File: config.mk
export PLATFORM = sky130hd
export DESIGN_NAME = delayed_task_timer_list
export DESIGN_NICKNAME = d
export VERILOG_FILES = /design/src/sv/dttl_pkg.sv /design/src/sv/delayed_task_timer_list.sv /design/src/sv/dttl_cell.sv
export SDC_FILE = /design/constraint.sdc
export NUM_CORES = 2
export LEC_CHECK = 0
export BUFFER_PORTS_ARGS = -buffer_cell sky130_fd_sc_hd__buf_4
export CAP_MARGIN = 10
export CORE_MARGIN = 2
export CORE_UTILIZATION = 35
export DETAILED_ROUTE_END_ITERATION = 10
export PLACE_DENSITY = 0.52
export SYNTH_ARGS = -nofsm -noshare
export SYNTH_HDL_FRONTEND = slang
export SYNTH_HIERARCHICAL = 1
export SYNTH_SLANG_ARGS = --single-unit
File: constraint.sdc
create_clock -name aclk -period 11.41 [get_ports aclk]
set_input_delay 0 -clock aclk [delete_from_list [all_inputs] [get_ports aclk]]
set_output_delay 0 -clock aclk [all_outputs]
set_load 0.005 [all_outputs]
File: src/sv/dttl_pkg.sv
`timescale 1ns / 1ps
// ----------------------------------------------------------------------------
// dttl_pkg: shared types and constants
// Field structs, result kinds and sizes for the delayed task timer list.
// ----------------------------------------------------------------------------
package dttl_pkg;

    localparam int CAPACITY = 32;
    localparam int CNT_W    = 6;

    localparam logic       ACT_ADD      = 1'b0;
    localparam logic       ACT_TICK     = 1'b1;
    localparam logic [1:0] KIND_ACK     = 2'd0;
    localparam logic [1:0] KIND_FIRED   = 2'd1;
    localparam logic [1:0] KIND_SUMMARY = 2'd2;

    typedef struct packed {
        logic        action;
        logic [15:0] task_id;
        logic [31:0] delay;
        logic [31:0] now_time;
    } in_item_t;

    typedef struct packed {
        logic [1:0]  kind;
        logic [15:0] fired_id;
        logic        status;
        logic [5:0]  zero_delay_count;
        logic        last;
    } out_item_t;

    // one stored task
    typedef struct packed {
        logic [15:0] id;
        logic [31:0] delay;
        logic [31:0] elapsed;
    } entry_t;

    // control from the sequencer to every cell
    typedef struct packed {
        logic        load;     // write tail cell with add data
        logic        rotate;   // shift chain by one toward head
        logic        keep;     // head entry goes back into the ring
        logic [31:0] interval;
    } cell_ctrl_t;

endpackage

File: src/sv/delayed_task_timer_list.sv
`timescale 1ns / 1ps
// ----------------------------------------------------------------------------
// delayed_task_timer_list: list of pending one-shot tasks
// Cell chain of CAPACITY entries with a tick sequencer at the head.
// ----------------------------------------------------------------------------
// An add request returns one acknowledge. A tick request rotates the whole
// chain once through the head cell, one cell per cycle while no fired result
// is stalled at the output; each head entry is updated, fired or written back
// behind the entries already kept, so the survivors end up packed at the head
// in their old order. Fired results come in list order, then one summary. No
// clearing pass after reset.
module delayed_task_timer_list (
    input  logic                 aclk,
    input  logic                 aresetn,
    input  logic                 s_valid,
    output logic                 s_ready,
    input  dttl_pkg::in_item_t   s_data,
    output logic                 m_valid,
    input  logic                 m_ready,
    output dttl_pkg::out_item_t  m_data
);
    import dttl_pkg::*;

    typedef enum logic [1:0] {ST_IDLE, ST_WALK, ST_SUM} state_t;

    localparam logic [CNT_W-1:0] CAP   = CNT_W'(CAPACITY);
    localparam logic [CNT_W-1:0] LASTP = CNT_W'(CAPACITY - 1);

    state_t           state_reg;
    logic [CNT_W-1:0] count_reg, wr_reg, pos_reg, zeros_reg;
    logic [31:0]      last_time_reg, interval_reg;
    logic             m_valid_reg;
    out_item_t        m_data_reg;

    cell_ctrl_t ctrl;
    entry_t     q [CAPACITY];
    entry_t     prev [CAPACITY];
    entry_t     add_entry, head, upd;
    logic [32:0] sum;
    logic        active, fire, out_free, step;
    logic [CNT_W-1:0] keep_idx;

    assign out_free = !m_valid_reg || m_ready;
    assign s_ready  = (state_reg == ST_IDLE) && out_free;

    // head entry after adding the interval, saturated
    assign head   = q[0];
    assign sum    = {1'b0, head.elapsed} + {1'b0, interval_reg};
    assign active = pos_reg < count_reg;
    assign fire   = active && ((sum[32] ? 32'hFFFF_FFFF : sum[31:0]) >= head.delay);
    assign step   = (state_reg == ST_WALK) && (out_free || !fire);

    always_comb begin
        upd         = head;
        upd.elapsed = sum[32] ? 32'hFFFF_FFFF : sum[31:0];
    end

    assign add_entry = '{id: s_data.task_id, delay: s_data.delay, elapsed: 32'd0};

    // cell that lands on slot wr once the remaining rotations are done
    assign keep_idx = wr_reg + LASTP - pos_reg;

    // ring wiring: a kept head entry drops in right behind the survivors
    always_comb begin
        for (int i = 0; i < CAPACITY - 1; i++) begin
            if (ctrl.keep && (keep_idx == CNT_W'(i))) begin
                prev[i] = upd;
            end else begin
                prev[i] = q[i+1];
            end
        end
        prev[CAPACITY-1] = upd;
    end

    assign ctrl.load     = s_valid && s_ready && (s_data.action == ACT_ADD)
                           && (count_reg < CAP);
    assign ctrl.rotate   = step;
    assign ctrl.keep     = active && !fire;
    assign ctrl.interval = interval_reg;

    // add writes slot count; chain rotated back so slot index equals position
    genvar g;
    generate
        for (g = 0; g < CAPACITY; g++) begin : g_cell
            dttl_cell u_cell (
                .aclk      (aclk),
                .ctrl      (ctrl),
                .is_tail   (count_reg == CNT_W'(g)),
                .from_prev (prev[g]),
                .add_entry (add_entry),
                .q         (q[g])
            );
        end
    endgenerate

    // sequencer and output register
    always_ff @(posedge aclk) begin
        if (!aresetn) begin
            state_reg     <= ST_IDLE;
            count_reg     <= '0;
            last_time_reg <= '0;
            m_valid_reg   <= 1'b0;
            wr_reg        <= '0;
            pos_reg       <= '0;
            zeros_reg     <= '0;
        end else begin
            if (m_valid_reg && m_ready) begin
                m_valid_reg <= 1'b0;
            end
            unique case (state_reg)
                ST_IDLE: begin
                    if (s_valid && s_ready) begin
                        if (s_data.action == ACT_ADD) begin
                            if (count_reg < CAP) begin
                                count_reg <= count_reg + 1'b1;
                            end
                            m_valid_reg <= 1'b1;
                            m_data_reg  <= '{kind: KIND_ACK, fired_id: 16'd0,
                                             status: !(count_reg < CAP),
                                             zero_delay_count: '0, last: 1'b1};
                        end else begin
                            interval_reg  <= s_data.now_time - last_time_reg;
                            last_time_reg <= s_data.now_time;
                            wr_reg        <= '0;
                            pos_reg       <= '0;
                            zeros_reg     <= '0;
                            state_reg     <= ST_WALK;
                        end
                    end
                end
                ST_WALK: begin
                    if (step) begin
                        if (active && head.delay == 32'd0) begin
                            zeros_reg <= zeros_reg + 1'b1;
                        end
                        if (fire) begin
                            m_valid_reg <= 1'b1;
                            m_data_reg  <= '{kind: KIND_FIRED, fired_id: head.id,
                                             status: 1'b0, zero_delay_count: '0,
                                             last: 1'b0};
                        end else if (active) begin
                            wr_reg <= wr_reg + 1'b1;
                        end
                        pos_reg <= pos_reg + 1'b1;
                        if (pos_reg == LASTP) begin
                            state_reg <= ST_SUM;
                        end
                    end
                end
                ST_SUM: begin
                    if (out_free) begin
                        count_reg   <= wr_reg;
                        m_valid_reg <= 1'b1;
                        m_data_reg  <= '{kind: KIND_SUMMARY, fired_id: 16'd0,
                                         status: 1'b0, zero_delay_count: zeros_reg,
                                         last: 1'b1};
                        state_reg   <= ST_IDLE;
                    end
                end
                default: state_reg <= ST_IDLE;
            endcase
        end
    end

    assign m_valid = m_valid_reg;
    assign m_data  = m_data_reg;

endmodule

File: src/sv/dttl_cell.sv
`timescale 1ns / 1ps
// ----------------------------------------------------------------------------
// dttl_cell: one storage cell of the task chain
// Holds one entry and hands it to its head-side neighbor on a rotate.
// ----------------------------------------------------------------------------
module dttl_cell (
    input  logic                aclk,
    input  dttl_pkg::cell_ctrl_t ctrl,
    input  logic                is_tail,
    input  dttl_pkg::entry_t    from_prev,
    input  dttl_pkg::entry_t    add_entry,
    output dttl_pkg::entry_t    q
);
    import dttl_pkg::*;

    entry_t ent_reg;
    entry_t ent_next;

    // select load, shift or hold
    always_comb begin
        ent_next = ent_reg;
        if (ctrl.rotate) begin
            ent_next = from_prev;
        end else if (ctrl.load && is_tail) begin
            ent_next = add_entry;
        end
    end

    always_ff @(posedge aclk) begin
        ent_reg <= ent_next;
    end

    assign q = ent_reg;

endmodule

==> flow_summary.toml <==
[run_status]
status = "finished, final reports clean"

[worst_setup_path]
critical_path_arrival_ps = 9640
required_ps = 12090
crit_path_max_fanout = 33
worstReg2RegEnd = "g_cell[17].u_cell/q[39]"
setup.worst_path.class = "reg2reg"
start_kind = "register"
crit_path_end_kind = "register"
reg2reg_depth = 24
reg2reg_slack_ps = 2450
r2r-start = "interval_reg[6]"

[sta]
fin_ws_ps = 2450
setup_viol = 0
maxSlewViolCount = 0
fin_setup_tns_ps = 0
slew_headroom = 0.0939
period_needed_ps = 8960
hold_viol_final = 0
tightestPinTransition_ps = 1360
clock_skew_ps = 50.5
fmax_mhz = 112
rsz0062_at_grt = "false"
post-route-period-util = 0.785

[pwr]
power_density_mw_per_mm2 = 148
leakagePower_nw = 65.7
ir_drop_v = 0.000125

[cts]
hold_buffers = 184
clkTransAtPathRegs_ps = 60
cts_buffers = 329
htreeDepth = 5
postCtsSetupRepairBufs = 0
clock_path_buffers = 4
post_cts_resized = 0
cts_tree = "yes"
cts.sinks = 2677
clock_latency_ps = 960
cts-root-buf = "clkbuf_16"

[layout]
largest_reg_flops = 2560
nFillCells = 41800
drive_above_1_share = 0.540
area_delta_synth_final_pct = 12.4
final_nets = 10900
seq_area_mm2 = 0.0798
multiInputGateArea_mm2 = 0.0770

[synthesis]
netlist-cell-type-count = 65
synth_area_leaders = "edfxtp_1 (49%), mux2_4 (24%), mux2_2 (18%), buf_12 (3.2%), ha_1 (0.94%)"
synthesis.area_mm2 = 0.160
synth_flop_cell = "edfxtp_1"
synth-edff-count = 2618
synth_top_cell_area_share = 0.490
yosysSeqAreaShare = 0.498
async_flop_share = 0
yosysWarnings = 6
synth_area_leader_cell = "edfxtp_1"
synth_cells = 9598
yosys-top-cells-count = "edfxtp_1 (2618), mux2_4 (2528), mux2_2 (2513), clkbuf_1 (395), buf_12 (256)"
synth-seq-cells = 2677
synth.most_common_cell = "edfxtp_1"
avgSynthCellArea_um2 = 16.7

[flow_run]
maxCapViolCount = 0

[floorplanning]
rows = 248
die-area_mm2 = 0.464
die_width_um = 681
chipHeight_um = 681
core_mm2 = 0.456
pin_count = 113
start_util = 0.352

[detailed_routing]
detail-route-antenna-nets = 0
detail_route.iter0.violations = 5505
vias = 85500
wl_per_cell_um = 26.7
via_per_inst = 5.04
routed_wl_um = 453000
drt_drc_violations_left = 0
dr.pass1.iters = 6

[global_route]
grt_pass1_vias = 90200
grt_pass1_wl_um = 651000
antenna_found_initial = 21
grtUsageTotal = 0.189
grt_max_degree = 125
grt_overflow_total = 0

[worst_hold_path]
hp-class = "in2reg"
worstHoldStart = "s_data[31]"
hold_depth = 4
whs_endpoint = "interval_reg[31]"

[placement]
gp_congestion = 0.797
pre_cts_slack_ps = 2440
hpwl_um = 252000
place.port_buffers = 112
## metrics by stage
step                power [mW]   util  instances  hold slack, ps  area (µm²)
floorplan                 15.7      -      10600             136      164000
global placement          16.8  0.369      16200             260      168000
detailed placement        16.8  0.369      16200             270      169000
CTS                       26.9  0.395      17000            46.1      180000
global route              27.6  0.395      17000             106      180000
finish                    26.6  0.395      17000             127      180000
## worst max path at each step
stage | end | from | slack [ps]
2_1_floorplan | g_cell[0].u_cell/q[0] | interval_reg[7] | 1500
3_3_place_gp | g_cell[7].u_cell/q[10] | interval_reg[9] | 1960
3_5_place_dp | g_cell[25].u_cell/q[39] | interval_reg[9] | 2440
4_1_cts | g_cell[25].u_cell/q[54] | interval_reg[9] | 2400
5_1_grt | g_cell[29].u_cell/q[55] | interval_reg[9] | 2020
6_report | g_cell[17].u_cell/q[39] | interval_reg[6] | 2450
## final cells by class
cell class	count	area share
Clock inverter	157	0.00632
Antenna cell	9	0.000125
Timing Repair Buffer	573	0.0318
Tap cell	6000	0.0416
Sequential cell	2677	0.443
Multi-Input combinational cell	7026	0.427
Inverter	110	0.00229
Clock buffer	423	0.0481
## logic make-up (layout without fill, tap and decap cells)
kind of cell    after synthesis  after routing  share of synthesized area
flops                      2677           2677                      0.498
fa+ha+maj                   124            124                    0.00981
buf+inv                     918           1263                     0.0500
mux                        5049           5049                      0.414
other cells                   1           1033                  0.0000234
compound gates              325            325                     0.0131
simple gates                443            443                     0.0126
xor+xnor                     61             61                    0.00333
## cell usage in the layout (no fill, tap or decap), drive strengths merged, types with 66 or more instances in the layout
master and count:
ha 121, mux2 5041, dlygate4sd3 184, a21o 66, inv 121, clkinv 133
edfxtp 2618, a21oi 107, nor2 123, nand2 163, buf 388, conb 1024
clkbuf 424
## power breakdown
group          leakage [nW]  internal (mW)  switching (mW)
Sequential             24.5           11.7           0.194
Clock                  4.77           5.58            4.32
Combinational          36.4           2.24            2.57
Total                  65.7           19.5            7.09
## worst max-delay path, stage by stage, from the launching register on
cell and delay [ps]:
edfxtp_1 460, ha_1 450, nor3_1 80, nor2_1 150, o21ai_0 170, a2111oi_2 350, buf_4 220, a31oi_4 130
o21bai_1 380, a31oi_4 200, nand2b_1 110, buf_4 420, inv_1 140, ha_1 320, nand2b_1 250, a21oi_1 230
nor2b_1 70, o311ai_0 690, a21oi_1 460, nor3_1 360, nand3b_1 640, nor2_4 1270, buf_4 450, mux2_2 390
mux2_4 260
## metal layers
layer | part of all wire | vias up | GRT usage
met5 | 0.000066 | - | 0
met4 | 0.024 | 4 | 0.0459
met3 | 0.029 | 580 | 0.0167
met2 | 0.48 | 1518 | 0.325
met1 | 0.46 | 45400 | 0.257
li1 | - | 38000 | -
(Power assumes the default switching activity.)
